==> src/hw/rtl/assert_macros.svh <==
// Assertion macros shared by the queue's RTL files.
// Depends on nothing; included by the files that check their own logic.
`ifndef ASSERT_MACROS_SVH
`define ASSERT_MACROS_SVH

// Clocked check with an explicit clock and active-low reset.
`define PCMQ_ASSERT_CLK(lbl, clk, rst_n, prop, msg) \
    lbl: assert property (@(posedge clk) disable iff (!rst_n) prop) else $error(msg);

// Clocked check on the usual clk and rst_n of the enclosing module.
`define PCMQ_ASSERT(lbl, prop, msg) \
    `PCMQ_ASSERT_CLK(lbl, clk, rst_n, prop, msg)

`endif

==> src/hw/rtl/pcmq_pkg.sv <==
// Types, codes and helper functions of the priority class match queue.
// Depends on nothing; used by the queue top, its cells, its selector and the testbench.
`default_nettype none

package pcmq_pkg;

    // Default depth of the queue and number of classes a mask take accepts.
    localparam int QUEUE_DEPTH = 16;
    localparam int CLASS_COUNT = 16;

    // Operation codes.
    localparam logic [2:0] KIND_PUSH       = 3'd0;
    localparam logic [2:0] KIND_TAKE_MASK  = 3'd1;
    localparam logic [2:0] KIND_TAKE_CLASS = 3'd2;
    localparam logic [2:0] KIND_PROMOTE    = 3'd3;
    localparam logic [2:0] KIND_PEEK       = 3'd4;

    // Status codes.
    localparam logic [1:0] STATUS_OK      = 2'd0;
    localparam logic [1:0] STATUS_EMPTY   = 2'd1;
    localparam logic [1:0] STATUS_NOMATCH = 2'd2;
    localparam logic [1:0] STATUS_FULL    = 2'd3;

    // One stored entry.
    typedef struct packed {
        logic [15:0] id;
        logic [3:0]  cls;
        logic [7:0]  model;
        logic [2:0]  svc_time;
        logic        urgent;
    } pcmq_entry_t;

    // Request word.
    typedef struct packed {
        logic [2:0]  kind;
        logic [15:0] entry_id;
        logic [3:0]  entry_class;
        logic [7:0]  entry_model;
        logic [2:0]  service_time;
        logic        urgent;
        logic [15:0] class_mask;
    } pcmq_req_t;

    // Response word.
    typedef struct packed {
        logic [1:0]  status;
        logic [15:0] out_id;
        logic [3:0]  out_class;
        logic [7:0]  out_model;
        logic [2:0]  out_time;
        logic        out_urgent;
        logic [4:0]  occupancy;
    } pcmq_rsp_t;

    // Control handed along the row of cells.
    typedef struct packed {
        logic      commit;
        pcmq_req_t op;
    } pcmq_cell_ctrl_t;

    // Control from the sequencer to the selector.
    typedef struct packed {
        logic capture;
        logic pick;
        logic take;
        logic peek;
    } pcmq_sel_ctrl_t;

    // True when an entry of class cls is accepted by a take.
    function automatic logic class_accepted(input logic [3:0]  cls,
                                            input logic        by_mask,
                                            input logic [15:0] mask,
                                            input logic [3:0]  want);
        logic result;
        if (by_mask)
        begin
            result = (int'(cls) < CLASS_COUNT) && mask[cls];
        end
        else
        begin
            result = (cls == want);
        end
        return result;
    endfunction

endpackage

`default_nettype wire

==> src/hw/rtl/pcmq_stream_if.sv <==
// Valid/ready channel carrying one word of a given payload type.
// Depends on nothing; the payload types come from pcmq_pkg at instantiation.
`default_nettype none

interface pcmq_stream_if #(
    parameter type payload_t = logic
) ();

    logic     valid;
    logic     ready;
    payload_t payload;

    modport source (output valid, output payload, input ready);
    modport sink   (input valid, input payload, output ready);

endinterface

`default_nettype wire

==> src/hw/rtl/priority_class_match_queue_unit.sv <==
// Top level of the priority class match queue: sequencer, fill count and row of cells.
// Depends on pcmq_pkg, pcmq_stream_if, pcmq_cell, pcmq_select and assert_macros.svh.
//
//  Channel | Modport | Word type  | Accepted when
//  req     | sink    | pcmq_req_t | req.valid && req.ready
//  rsp     | source  | pcmq_rsp_t | rsp.valid && rsp.ready
//
// Each request passes in order through accept, match in every cell, priority pick of the
// oldest candidate, then commit into the row of cells together with the response load.
// A new request is taken in the cycle after a commit, even while the response waits.
// A commit stalls while the previous response has not been taken.
// Reset empties the queue at once; slot contents need no clearing.
`default_nettype none
`include "assert_macros.svh"

module priority_class_match_queue_unit #(
    parameter int QUEUE_DEPTH = pcmq_pkg::QUEUE_DEPTH
) (
    input wire logic   clk,
    input wire logic   rst_n,
    pcmq_stream_if.sink   req,
    pcmq_stream_if.source rsp
);

    localparam int CW = $clog2(QUEUE_DEPTH + 1);

    typedef enum logic [1:0] {
        S_IDLE,
        S_MATCH,
        S_PICK,
        S_APPLY
    } state_t;

    state_t              state_reg;
    pcmq_pkg::pcmq_req_t op_reg;
    logic [CW-1:0]       fill_reg;
    logic [CW-1:0]       fill_next;
    logic                out_valid_reg;
    pcmq_pkg::pcmq_rsp_t rsp_reg;
    pcmq_pkg::pcmq_rsp_t rsp_next;
    logic                load;
    logic                accept;
    logic                is_take;

    pcmq_pkg::pcmq_cell_ctrl_t cell_ctrl;
    pcmq_pkg::pcmq_sel_ctrl_t  sel_ctrl;
    pcmq_pkg::pcmq_entry_t     entries [QUEUE_DEPTH];
    logic [QUEUE_DEPTH-1:0]    hits;
    logic [QUEUE_DEPTH-1:0]    urgent_hits;
    logic [QUEUE_DEPTH-1:0]    shift;
    logic                      found;
    pcmq_pkg::pcmq_entry_t     picked;

    assign req.ready = (state_reg == S_IDLE);
    assign accept    = req.valid && req.ready;
    assign load      = (state_reg == S_APPLY) && (!out_valid_reg || rsp.ready);
    assign is_take   = (op_reg.kind == pcmq_pkg::KIND_TAKE_MASK) ||
                       (op_reg.kind == pcmq_pkg::KIND_TAKE_CLASS);

    // Control for the selector and the cells.
    assign sel_ctrl.capture = (state_reg == S_MATCH);
    assign sel_ctrl.pick    = (state_reg == S_PICK);
    assign sel_ctrl.take    = is_take;
    assign sel_ctrl.peek    = (op_reg.kind == pcmq_pkg::KIND_PEEK) && (fill_reg != '0);

    assign cell_ctrl.commit = load;
    assign cell_ctrl.op     = op_reg;

    // Row of cells; the last one feeds itself when it shifts.
    for (genvar g = 0; g < QUEUE_DEPTH; g++)
    begin : g_cell
        pcmq_pkg::pcmq_entry_t next_entry;
        if (g == QUEUE_DEPTH - 1)
        begin : g_last
            assign next_entry = entries[g];
        end
        else
        begin : g_mid
            assign next_entry = entries[g+1];
        end

        pcmq_cell #(
            .QUEUE_DEPTH (QUEUE_DEPTH),
            .INDEX       (g)
        ) u_cell (
            .clk        (clk),
            .ctrl       (cell_ctrl),
            .fill       (fill_reg),
            .shift      (shift[g]),
            .next_entry (next_entry),
            .entry      (entries[g]),
            .hit        (hits[g]),
            .urgent_hit (urgent_hits[g])
        );
    end

    pcmq_select #(
        .QUEUE_DEPTH (QUEUE_DEPTH)
    ) u_select (
        .clk         (clk),
        .rst_n       (rst_n),
        .ctrl        (sel_ctrl),
        .hits        (hits),
        .urgent_hits (urgent_hits),
        .entries     (entries),
        .shift       (shift),
        .found       (found),
        .picked      (picked)
    );

    // Response word and new fill count of the committing operation.
    always_comb
    begin
        rsp_next        = '0;
        fill_next       = fill_reg;
        rsp_next.status = pcmq_pkg::STATUS_OK;
        case (op_reg.kind)
            pcmq_pkg::KIND_PUSH:
            begin
                if (fill_reg == CW'(QUEUE_DEPTH))
                begin
                    rsp_next.status = pcmq_pkg::STATUS_FULL;
                end
                else
                begin
                    fill_next = fill_reg + CW'(1);
                end
            end
            pcmq_pkg::KIND_TAKE_MASK, pcmq_pkg::KIND_TAKE_CLASS:
            begin
                if (fill_reg == '0)
                begin
                    rsp_next.status = pcmq_pkg::STATUS_EMPTY;
                end
                else if (!found)
                begin
                    rsp_next.status = pcmq_pkg::STATUS_NOMATCH;
                end
                else
                begin
                    fill_next           = fill_reg - CW'(1);
                    rsp_next.out_id     = picked.id;
                    rsp_next.out_class  = picked.cls;
                    rsp_next.out_model  = picked.model;
                    rsp_next.out_time   = picked.svc_time;
                    rsp_next.out_urgent = picked.urgent;
                end
            end
            pcmq_pkg::KIND_PROMOTE:
            begin
                if (fill_reg == '0)
                begin
                    rsp_next.status = pcmq_pkg::STATUS_EMPTY;
                end
            end
            pcmq_pkg::KIND_PEEK:
            begin
                if (fill_reg == '0)
                begin
                    rsp_next.status = pcmq_pkg::STATUS_EMPTY;
                end
                else
                begin
                    rsp_next.out_id     = picked.id;
                    rsp_next.out_class  = picked.cls;
                    rsp_next.out_model  = picked.model;
                    rsp_next.out_time   = picked.svc_time;
                    rsp_next.out_urgent = picked.urgent;
                end
            end
            default:
            begin
            end
        endcase
        rsp_next.occupancy = 5'(fill_next);
    end

    // Sequencer, fill count and response valid.
    always_ff @(posedge clk or negedge rst_n)
    begin
        if (!rst_n)
        begin
            state_reg     <= S_IDLE;
            fill_reg      <= '0;
            out_valid_reg <= 1'b0;
        end
        else
        begin
            case (state_reg)
                S_IDLE:
                begin
                    if (accept)
                    begin
                        state_reg <= S_MATCH;
                    end
                end
                S_MATCH:
                begin
                    state_reg <= S_PICK;
                end
                S_PICK:
                begin
                    state_reg <= S_APPLY;
                end
                S_APPLY:
                begin
                    if (load)
                    begin
                        state_reg <= S_IDLE;
                    end
                end
                default:
                begin
                    state_reg <= S_IDLE;
                end
            endcase

            if (load)
            begin
                fill_reg      <= fill_next;
                out_valid_reg <= 1'b1;
            end
            else if (rsp.ready)
            begin
                out_valid_reg <= 1'b0;
            end
        end
    end

    // Payload registers.
    always_ff @(posedge clk)
    begin
        if (accept)
        begin
            op_reg <= req.payload;
        end
        if (load)
        begin
            rsp_reg <= rsp_next;
        end
    end

    assign rsp.valid   = out_valid_reg;
    assign rsp.payload = rsp_reg;

    `PCMQ_ASSERT(a_fill_bound, (fill_reg <= CW'(QUEUE_DEPTH)), "fill count above depth")
    `PCMQ_ASSERT(a_fill_on_load, (!$stable(fill_reg) |-> $past(load)), "fill moved without commit")

endmodule

`default_nettype wire

==> src/hw/rtl/pcmq_cell.sv <==
// One slot of the queue: holds an entry, matches it and shifts it towards the head.
// Depends on pcmq_pkg.
`default_nettype none

module pcmq_cell #(
    parameter int QUEUE_DEPTH = pcmq_pkg::QUEUE_DEPTH,
    parameter int INDEX       = 0
) (
    input  wire logic                       clk,
    input  wire pcmq_pkg::pcmq_cell_ctrl_t  ctrl,
    input  wire logic [$clog2(QUEUE_DEPTH+1)-1:0] fill,
    input  wire logic                       shift,
    input  wire pcmq_pkg::pcmq_entry_t      next_entry,
    output pcmq_pkg::pcmq_entry_t           entry,
    output logic                            hit,
    output logic                            urgent_hit
);

    localparam int CW = $clog2(QUEUE_DEPTH + 1);

    pcmq_pkg::pcmq_entry_t entry_reg;
    pcmq_pkg::pcmq_entry_t entry_next;
    logic                  occupied;
    logic                  is_take;

    assign occupied = (fill > CW'(INDEX));
    assign is_take  = (ctrl.op.kind == pcmq_pkg::KIND_TAKE_MASK) ||
                      (ctrl.op.kind == pcmq_pkg::KIND_TAKE_CLASS);

    // Match of the held entry against the pending take.
    assign hit = occupied && is_take &&
                 pcmq_pkg::class_accepted(entry_reg.cls,
                                          ctrl.op.kind == pcmq_pkg::KIND_TAKE_MASK,
                                          ctrl.op.class_mask, ctrl.op.entry_class);
    assign urgent_hit = hit && entry_reg.urgent;

    // Next content of the slot once the operation commits.
    always_comb
    begin
        entry_next = entry_reg;
        if (ctrl.commit)
        begin
            case (ctrl.op.kind)
                pcmq_pkg::KIND_PUSH:
                begin
                    if (fill == CW'(INDEX))
                    begin
                        entry_next.id       = ctrl.op.entry_id;
                        entry_next.cls      = ctrl.op.entry_class;
                        entry_next.model    = ctrl.op.entry_model;
                        entry_next.svc_time = ctrl.op.service_time;
                        entry_next.urgent   = ctrl.op.urgent;
                    end
                end
                pcmq_pkg::KIND_TAKE_MASK, pcmq_pkg::KIND_TAKE_CLASS:
                begin
                    if (shift)
                    begin
                        entry_next = next_entry;
                    end
                end
                pcmq_pkg::KIND_PROMOTE:
                begin
                    if (occupied && (entry_reg.id == ctrl.op.entry_id))
                    begin
                        entry_next.urgent = 1'b1;
                    end
                end
                default:
                begin
                end
            endcase
        end
    end

    // Slot contents carry no reset; only slots below the fill count are read.
    always_ff @(posedge clk)
    begin
        entry_reg <= entry_next;
    end

    assign entry = entry_reg;

endmodule

`default_nettype wire

==> src/hw/rtl/pcmq_select.sv <==
// Picks the oldest matching slot, derives the shift mask and muxes out its entry.
// Depends on pcmq_pkg and assert_macros.svh.
`default_nettype none
`include "assert_macros.svh"

module pcmq_select #(
    parameter int QUEUE_DEPTH = pcmq_pkg::QUEUE_DEPTH
) (
    input  wire logic                      clk,
    input  wire logic                      rst_n,
    input  wire pcmq_pkg::pcmq_sel_ctrl_t  ctrl,
    input  wire logic [QUEUE_DEPTH-1:0]    hits,
    input  wire logic [QUEUE_DEPTH-1:0]    urgent_hits,
    input  wire pcmq_pkg::pcmq_entry_t     entries [QUEUE_DEPTH],
    output logic [QUEUE_DEPTH-1:0]         shift,
    output logic                           found,
    output pcmq_pkg::pcmq_entry_t          picked
);

    logic [QUEUE_DEPTH-1:0] sel_reg;
    logic [QUEUE_DEPTH-1:0] sel_next;
    logic [QUEUE_DEPTH-1:0] pick_reg;
    logic [QUEUE_DEPTH-1:0] pick_next;

    // Candidate set: urgent matches win over plain matches; a peek takes the head.
    always_comb
    begin
        sel_next = sel_reg;
        if (ctrl.capture)
        begin
            if (ctrl.take)
            begin
                sel_next = (|urgent_hits) ? urgent_hits : hits;
            end
            else if (ctrl.peek)
            begin
                sel_next = QUEUE_DEPTH'(1);
            end
            else
            begin
                sel_next = '0;
            end
        end
    end

    // Lowest set bit of the candidate set is the oldest one. The old pick is
    // dropped while a new candidate set is captured.
    always_comb
    begin
        pick_next = pick_reg;
        if (ctrl.capture)
        begin
            pick_next = '0;
        end
        else if (ctrl.pick)
        begin
            pick_next = sel_reg & (~sel_reg + QUEUE_DEPTH'(1));
        end
    end

    always_ff @(posedge clk or negedge rst_n)
    begin
        if (!rst_n)
        begin
            sel_reg  <= '0;
            pick_reg <= '0;
        end
        else
        begin
            sel_reg  <= sel_next;
            pick_reg <= pick_next;
        end
    end

    // Slots at and behind the picked one move one place towards the head.
    assign shift = ~(pick_reg - QUEUE_DEPTH'(1));
    assign found = |pick_reg;

    // And-or mux of the picked entry.
    always_comb
    begin
        picked = '0;
        for (int i = 0; i < QUEUE_DEPTH; i++)
        begin
            picked = picked | (entries[i] & {$bits(pcmq_pkg::pcmq_entry_t){pick_reg[i]}});
        end
    end

    `PCMQ_ASSERT(a_pick_onehot, $onehot0(pick_reg), "picked slot is not one-hot")
    `PCMQ_ASSERT(a_pick_in_sel, ((pick_reg & ~sel_reg) == '0), "picked slot not a candidate")

endmodule

`default_nettype wire

==> src/flat_wrapper.sv <==
// flat-port wrapper written by rule: the top's interface ports become plain ports
module priority_class_match_queue_unit_flat import pcmq_pkg::*;
#(
    parameter int QUEUE_DEPTH = pcmq_pkg::QUEUE_DEPTH
)
  (clk, rst_n, req_valid, req_payload, req_ready, rsp_valid, rsp_payload, rsp_ready);
  pcmq_stream_if #(.payload_t(pcmq_req_t)) req_i ();
  pcmq_stream_if #(.payload_t(pcmq_rsp_t)) rsp_i ();
  input wire logic clk;
  input wire logic rst_n;
  input wire logic [$bits(req_i.valid)-1:0] req_valid;
  input wire logic [$bits(req_i.payload)-1:0] req_payload;
  output wire logic [$bits(req_i.ready)-1:0] req_ready;
  output wire logic [$bits(rsp_i.valid)-1:0] rsp_valid;
  output wire logic [$bits(rsp_i.payload)-1:0] rsp_payload;
  input wire logic [$bits(rsp_i.ready)-1:0] rsp_ready;
  assign req_i.valid = req_valid;
  assign req_i.payload = req_payload;
  assign req_ready = req_i.ready;
  assign rsp_valid = rsp_i.valid;
  assign rsp_payload = rsp_i.payload;
  assign rsp_i.ready = rsp_ready;
  priority_class_match_queue_unit #(.QUEUE_DEPTH(QUEUE_DEPTH)) u_core (.clk(clk), .rst_n(rst_n), .req(req_i), .rsp(rsp_i));
endmodule
==> config.mk <==
export PLATFORM = sky130hd
export DESIGN_NAME = priority_class_match_queue_unit_flat
export DESIGN_NICKNAME = d
export VERILOG_FILES = /design/src/hw/rtl/pcmq_pkg.sv /design/src/hw/rtl/pcmq_stream_if.sv /design/src/hw/rtl/priority_class_match_queue_unit.sv /design/src/hw/rtl/pcmq_cell.sv /design/src/hw/rtl/pcmq_select.sv /design/src/flat_wrapper.sv
export VERILOG_INCLUDE_DIRS = /design/src /design/src/hw/rtl
export SDC_FILE = /design/constraint.sdc
export NUM_CORES = 1
export LEC_CHECK = 0
export ABC_AREA = 1
export BUFFER_PORTS_ARGS = -buffer_cell sky130_fd_sc_hd__buf_2
export CORE_MARGIN = 5
export CORE_UTILIZATION = 40
export CTS_CLUSTER_SIZE = 12
export DETAILED_ROUTE_END_ITERATION = 6
export PLACE_DENSITY = 0.61
export SLEW_MARGIN = 40
export SYNTH_ARGS = -nofsm -noshare
export SYNTH_HDL_FRONTEND = slang
export SYNTH_HIERARCHICAL = 1
export SYNTH_SLANG_ARGS = --single-unit
==> constraint.sdc <==
create_clock -name clk -period 12.45 [get_ports clk]
set_input_delay 1.245 -clock clk [delete_from_list [all_inputs] [get_ports clk]]
set_output_delay 1.245 -clock clk [all_outputs]
set_load 0.02 [all_outputs]
Word level (Yosys, flattened, before mapping)
Cells that the tools add are included.
{"block": "word_totals", "out_inout_bits": 41, "memories": 0, "word_cells": 538, "regBits": 642, "latch_bits": 0, "ram_bits": 0, "in_bits": 55, "rom_bits": 0}
{"block": "classes", "reduce_logical": 116, "multipliers": 0, "mux": 149, "div": 0, "n_eq_ne": 104, "shifts": 0, "n_lt_le_gt_ge": 32, "n_addsub": 4, "n_bitwise": 34}
{"operator": "$mux W32", "n": 33}
{"operator": "$pmux W31 S2", "n": 15}
{"operator": "$and A32 B32 Y32", "n": 16}
{"operator": "$or A32 B32 Y32", "n": 15}
{"operator": "$eq A16 B16 Y1", "n": 16}
{"operator": "$lt A4 B5 Y1 const B", "n": 16}
{"operator": "$reduce_and A5 Y1", "n": 15}
{"operator": "$logic_and A1 B1 Y1", "n": 67}
{"operator": "$bmux W1 S4", "n": 16}
{"operator": "$eq A4 B4 Y1", "n": 16}
{"operator": "$mux W16", "n": 4}
{"operator": "$ne A2 B2 Y1 const B", "n": 32}
{"operator": "$pmux W32 S2", "n": 1}
{"operator": "$reduce_and A4 Y1", "n": 16}
{"operator": "$mux W1", "n": 53}
{"operator": "$pmux W1 S3", "n": 15}
{"operator": "$eq A5 B4 Y1 const B", "n": 8}
{"operator": "$gt A5 B4 Y1 const B", "n": 8}
{"operator": "$ne A2 B1 Y1 const B", "n": 17}
{"operator": "$reduce_or A16 Y1", "n": 2}
{"operator": "$eq A5 B3 Y1 const B", "n": 4}
{"operator": "$gt A5 B3 Y1 const B", "n": 4}
{"operator": "$add A16 B1 Y16 const B", "n": 1}
{"operator": "$and A16 B16 Y16", "n": 1}
{"operator": "other kinds (32)", "n": 48}

Longest topological paths before layout
{"block": "depth", "ltp_word": 19, "depth_mapped": 18, "ltp_nobuf": 16}

Hierarchy
The synthesis kept the hierarchy.
{"module": "pcmq_select", "area_each_um2": 5171.2, "cells_each": 972, "seq_area_each_um2": 800.8, "instances": 1}
{"module": "priority_class_match_queue_unit", "area_each_um2": 3826.2, "cells_each": 290, "seq_area_each_um2": 2902.8, "instances": 1}
{"module": "pcmq_cell (u_core.g_cell[10].u_cell)", "area_each_um2": 2034.5, "cells_each": 256, "seq_area_each_um2": 960.9, "instances": 1}
{"module": "pcmq_cell (u_core.g_cell[13].u_cell)", "area_each_um2": 2029.4, "cells_each": 246, "seq_area_each_um2": 960.9, "instances": 1}
{"module": "pcmq_cell (u_core.g_cell[8].u_cell)", "area_each_um2": 2011.9, "cells_each": 250, "seq_area_each_um2": 960.9, "instances": 1}
{"module": "pcmq_cell (u_core.g_cell[14].u_cell)", "area_each_um2": 2009.4, "cells_each": 256, "seq_area_each_um2": 960.9, "instances": 1}
{"module": "pcmq_cell (u_core.g_cell[12].u_cell)", "area_each_um2": 1989.4, "cells_each": 257, "seq_area_each_um2": 960.9, "instances": 1}
{"module": "pcmq_cell (u_core.g_cell[4].u_cell)", "area_each_um2": 1983.2, "cells_each": 249, "seq_area_each_um2": 960.9, "instances": 1}
{"module": "pcmq_cell (u_core.g_cell[2].u_cell)", "area_each_um2": 1975.6, "cells_each": 249, "seq_area_each_um2": 960.9, "instances": 1}
{"module": "pcmq_cell (u_core.g_cell[3].u_cell)", "area_each_um2": 1975.6, "cells_each": 258, "seq_area_each_um2": 960.9, "instances": 1}
{"module": "pcmq_cell (u_core.g_cell[0].u_cell)", "area_each_um2": 1968.1, "cells_each": 261, "seq_area_each_um2": 960.9, "instances": 1}
{"module": "pcmq_cell (u_core.g_cell[6].u_cell)", "area_each_um2": 1950.6, "cells_each": 252, "seq_area_each_um2": 960.9, "instances": 1}
{"module": "pcmq_cell (u_core.g_cell[15].u_cell)", "area_each_um2": 1945.6, "cells_each": 242, "seq_area_each_um2": 960.9, "instances": 1}
{"module": "pcmq_cell (u_core.g_cell[5].u_cell)", "area_each_um2": 1935.6, "cells_each": 239, "seq_area_each_um2": 960.9, "instances": 1}
{"module": "+4 rows"}

Least setup slack after synthesis
OpenSTA, ideal clock, no wires.
{"block": "synth_timing", "path_kind": "input to register", "startpoint": "in rsp_ready", "endpoint": "reg u_core.g_cell[7].u_cell.entry_reg (netlist bit u_core/g_cell[7].u_cell/entry[10]), enable pin", "slack_ns": 7.523, "t_required_ns": 12.021, "arrival_time_ns": 4.498, "setup_time_ns": 0.429, "path_buffers": 0, "stages": 6, "cell_sequence": "inv_1 -> nand2_1 -> nand2_1 -> inv_1 -> o2111ai_1 -> a21oi_1"}
{"element": "from (decl)", "line_no": "flat_wrapper.sv:16", "source": "input wire logic [$bits(rsp_i.ready)-1:0] rsp_ready;"}
{"element": "to (signal assigned)", "line_no": "pcmq_cell.sv:79", "source": "entry_reg <= entry_next;"}
{"element": "to (decl)", "line_no": "pcmq_cell.sv:21", "source": "pcmq_pkg::pcmq_entry_t entry_reg;"}

Worst setup path after layout
{"block": "layout_timing", "startpoint": "reg u_core.op_reg (netlist bit u_core/cell_ctrl[49])", "endpoint": "reg u_core.u_select.sel_reg[15]"}
{"block": "layout_via", "elab_chain_len": 8, "elab_cells_between_ends": 70, "classes_between": "eq/ne: 2; mux: 18; reduce/logical: 50"}
{"element": "from (decl)", "line_no": "priority_class_match_queue_unit.sv:35", "source": "pcmq_pkg::pcmq_req_t op_reg;"}
{"element": "from (signal assigned)", "line_no": "priority_class_match_queue_unit.sv:235", "source": "op_reg <= req.payload;"}
{"element": "$eq A3 B1 Y1 or $eq A3 B2 Y1 (tied branches)", "line_no": "pcmq_cell.sv:27, pcmq_cell.sv:33, pcmq_cell.sv:28"}
{"element": "$logic_or A1 B1 Y1", "line_no": "pcmq_cell.sv:27", "source": "assign is_take = (ctrl.op.kind == pcmq_pkg::KIND_TAKE_MASK) ||"}
{"element": "$logic_and A1 B1 Y1", "line_no": "pcmq_cell.sv:31", "source": "assign hit = occupied && is_take &&"}
{"element": "$logic_and A1 B1 Y1 *", "line_no": "pcmq_cell.sv:31"}
{"element": "$logic_and A1 B1 Y1 *", "line_no": "pcmq_cell.sv:35", "source": "assign urgent_hit = hit && entry_reg.urgent;"}
{"element": "named net u_core.urgent_hits[11]", "line_no": "priority_class_match_queue_unit.sv:49", "source": "logic [QUEUE_DEPTH-1:0] urgent_hits;"}
{"element": "$reduce_or A16 Y1 *", "line_no": "pcmq_select.sv:33", "source": "sel_next = (|urgent_hits) ? urgent_hits : hits;"}
{"element": "$mux W16 *", "line_no": "pcmq_select.sv:33"}
{"element": "$mux W16 *", "line_no": "pcmq_select.sv:31", "source": "if (ctrl.take)"}
{"element": "to (signal assigned)", "line_no": "pcmq_select.sv:70", "source": "sel_reg <= sel_next;"}
{"element": "to (decl)", "line_no": "pcmq_select.sv:20", "source": "logic [QUEUE_DEPTH-1:0] sel_reg;"}
The timed path passes the listed nets; every way through them passes the cells marked *.
A chain may end at the register's enable or synchronous reset.

==> metrics.md <==
| Metric | Value |
|---|---|
| Worst Skew | `0.0330 ns` |
| Arrival time of the worst setup path | `4.30 ns` |
| Drt total wl | `137 mm` |
| Yosys top cell area share | `44.7%` |
| Fmax | `0.267 GHz` |
| Synth Register Bits | `642` |
| I/O Pins | `96` |
| Reg2Reg Depth | `14` |
| Crit start category | `flip-flop` |
| Fin nets | `5,356` |
| Clk slew on worst S/H paths | `0.06 ns` |
| Vias in the first global route | `32,300` |
| Mapped Nets | `5,304` |
| Prevailing post-synth register cell | `edfxtp_1` |
| CTS tree | `done` |
| Tightest Pin Transition | `0.909 ns` |
| CP Data Required Time | `13.00 ns` |
| Setup violators final | `0` |
| Max incr delay on CP | `0.66 ns` |
| Routed vias | `35,700` |
| Cell Pwr Density | `176 nW/um^2` |
| Fin. Hold Viols | `0` |
| RSZ-0062 raised after global routing | `false` |
| Core Util, Final | `44.3%` |
| Crit-path cells | `buf_4 > o21ai_2 > nor2_4 > inv_2 > or2_0 > a21oi_1 > nand2_1 > nor2_1 > nor2_1 > nand2_1 > nor2_4 > nand2_4 > o21ai_0 > o21ai_0` |
| WL met2 | `59.0 mm` |
| Cells after Synth | `5,242` |
| Total negative slack | `0 ns` |
| Post-CTS Resized | `0` |
| WS Path Type | `reg -> reg` |
| Reg2reg end | `u_core/u_select/sel_reg[15]` |
| Max cap viols | `0` |
| WP buf/inv | `2` |
| Sink Count | `642` |
| Postcts setup bufs | `0` |
| Wl on met1 | `58.7 mm` |
| GR Overflow Total | `0` |
| Reg2Reg Setup Slack | `8.70 ns` |
| Max IR drop VDD | `137 uV` |
| Yosys Warn Count | `6` |
| Worst R2R Start | `u_core/cell_ctrl[49]` |
| Main area contributors after synthesis | `edfxtp_1, nand2_1, inv_1` |
| Final max-slew violation count | `0` |
| Shortest period the worst path allows | `3.75 ns` |
| Hold Crit Depth | `2` |
| Post-synth EDFFs | `602` |
| Overall power | `7.81 mW` |
| Layout cells sized above 1 | `8.80%` |
| Initial Util | `40.3%` |
| Num CTS Buffers | `78` |
| Synth area leader | `edfxtp_1` |
| Mapped cell area | `40,500 um^2` |
| P&R area growth vs syn | `9.84%` |
| Wire length per cell | `20.4 um` |
| Setup ws final | `8.70 ns` |
| Post-synth ARST share | `6.23%` |
| Max Root-Sink Buffers | `3` |
| RePlAce Congestion | `1.01` |
| Min-delay src | `u_core/fill_reg[3]` |
| Level count of the clock H-tree | `3` |
| Die area | `108,000 um^2` |
| Die height | `328 um` |
| Relative slew slack | `39.4%` |
| Antenna fix cells | `0` |
| Skew-Pair Late Insertion Delay | `0.64 ns` |
| Drt via density | `5.32` |
| CP Max Fanout | `55` |
| Post-Place Worst Slack | `8.32 ns` |
| Placed cell count | `6,560` |
| Met3 wire length | `16.4 mm` |
| Syn_area_per_cell | `7.72 um^2` |
| Final Hold Slack | `0.486 ns` |
| IO buf count | `95` |
| DR top layer | `met4` |
| DR iter-0 viols | `4,462` |
| CTS root buf | `clkbuf_16` |
| FP Rows | `116` |
| Initial antenna violation count | `1` |
| Post-Layout Cell Count | `6,707` |
| CORE AREA | `100,000 um^2` |
| Hold Path Class | `reg -> reg` |
| Worst hold path endpoint | `u_core/fill_reg[3]` |
| P_leak | `19.4 nW` |
| Cts-stage hold buffer count | `0` |
| Max FFs per register | `512` |
| Die X | `328 um` |
| First-pass GRT wire length | `205 mm` |
| DRT antenna net count | `0` |
| Delay-heaviest family, CP | `simple AND/OR/NAND/NOR gates` |
| Tcrit/Tclk final | `30.1%` |
| Sequential share of the synthesized area | `47.2%` |
| Fin area | `44,400 um^2` |
| Largest net degree at the start of global routing | `56` |
| Slowest cell on crit path | `nor2_4` |
| Drt drc | `0` |
| Status | `finished, final reports clean` |
| Post-DP Area | `41,900 um^2` |
| Post-synth cell types | `64` |
| Drt first pass iters | `6` |
| Critical Path End Type | `flip-flop` |
| Gr usage total | `24.7%` |
| DP HPWL | `101 mm` |
power breakdown:
part,switching (mW),internal [mW]
combinational,1.78,0.725
sequential,0.315,2.83
clock,0.909,1.25
total,3.01,4.81
worst max path at each step:
stage                         start                                 end  slack, ns  cells past startpoint
2_1_floorplan             rsp_ready   u_core/g_cell[7].u_cell/entry[10]       7.52                      6
3_3_place_gp              rsp_ready  u_core/g_cell[13].u_cell/entry[16]       8.06                     11
3_5_place_dp              rsp_ready   u_core/g_cell[8].u_cell/entry[19]       8.32                     12
4_1_cts        u_core/cell_ctrl[49]          u_core/u_select/sel_reg[3]       8.75                     14
5_1_grt        u_core/cell_ctrl[49]          u_core/u_select/sel_reg[2]       8.32                     14
6_report       u_core/cell_ctrl[49]         u_core/u_select/sel_reg[15]       8.70                     14
synth_stat cells, types with 5 or more instances:
cell type and number:
a211oi_1 6, a21oi_1 55, a21oi_2 10, a221oi_1 19
a22o_1 25, a22oi_1 6, buf_1 6, buf_2 74
buf_4 28, buf_6 44, clkbuf_1 39, dfrtp_1 40
edfxtp_1 602, ha_1 7, inv_1 400, inv_2 33
inv_4 10, nand2_1 2521, nand2_2 47, nand2_4 10
nand3_1 275, nand3_2 8, nand3_4 8, nand3b_1 19
nand4_1 133, nor2_1 258, nor2_2 11, nor2_4 9
nor2_8 5, nor3_1 50, o21ai_0 115, o21ai_1 47
o21ai_2 7, o21bai_1 5, o22ai_1 10, or2_2 17
or2_4 6, xnor2_1 163, xor2_1 77
worst reg2reg max path, delay by kind of cell, from the launching register on:
family / cells / cell delay (ns)
compound gates: 4 / 0.59
flops: 1 / 0.31
simple gates: 8 / 1.70
buf+inv: 2 / 1.08
routing by layer:
metal | up-vias | global-route usage, %
met1 | 16600 | 36.0
met5 | - | 0
met2 | 1823 | 37.6
li1 | 17000 | -
met4 | 0 | 5.43
met3 | 177 | 5.99
cells in the final DEF (no fill, tap or decap), drive strengths merged, types with 4 or more instances in the layout:
cell / synthesis / routed
o21ai: 169 / 169
nor3: 50 / 50
nor2: 283 / 283
a221oi: 19 / 19
inv: 447 / 448
buf: 155 / 166
xor2: 77 / 77
edfxtp: 602 / 602
o22ai: 10 / 10
or2: 25 / 25
clkinv: 4 / 29
o211ai: 5 / 5
xnor2: 163 / 163
a22o: 25 / 25
ha: 7 / 7
nand4: 134 / 134
clkbuf: 39 / 104
a22oi: 6 / 6
a211oi: 6 / 6
a21oi: 65 / 65
nand2: 2578 / 2578
o2111ai: 5 / 5
bufinv: 0 / 4
nand3b: 19 / 19
nand3: 291 / 291
dfrtp: 40 / 40
o21bai: 6 / 6
logic make-up after synthesis:
kind of cell	synth area share, %
adders and majority gates	0.216
AOI/OAI and AO/OA	4.92
DFF	47.2
buffers and inverters	7.56
xor gates and xnor gates	5.20
and+or+nand+nor	35.0
layout make-up:
class / count / area [um^2]
Fill cell: 9969 / 55800
Sequential cell: 642 / 19100
Multi-Input combinational cell: 3955 / 18400
Clock buffer: 104 / 2070
Inverter: 451 / 1760
Tap cell: 1357 / 1700
Timing Repair Buffer: 166 / 1150
Clock inverter: 32 / 277
No activity file was read; power rests on OpenSTA's default activity.
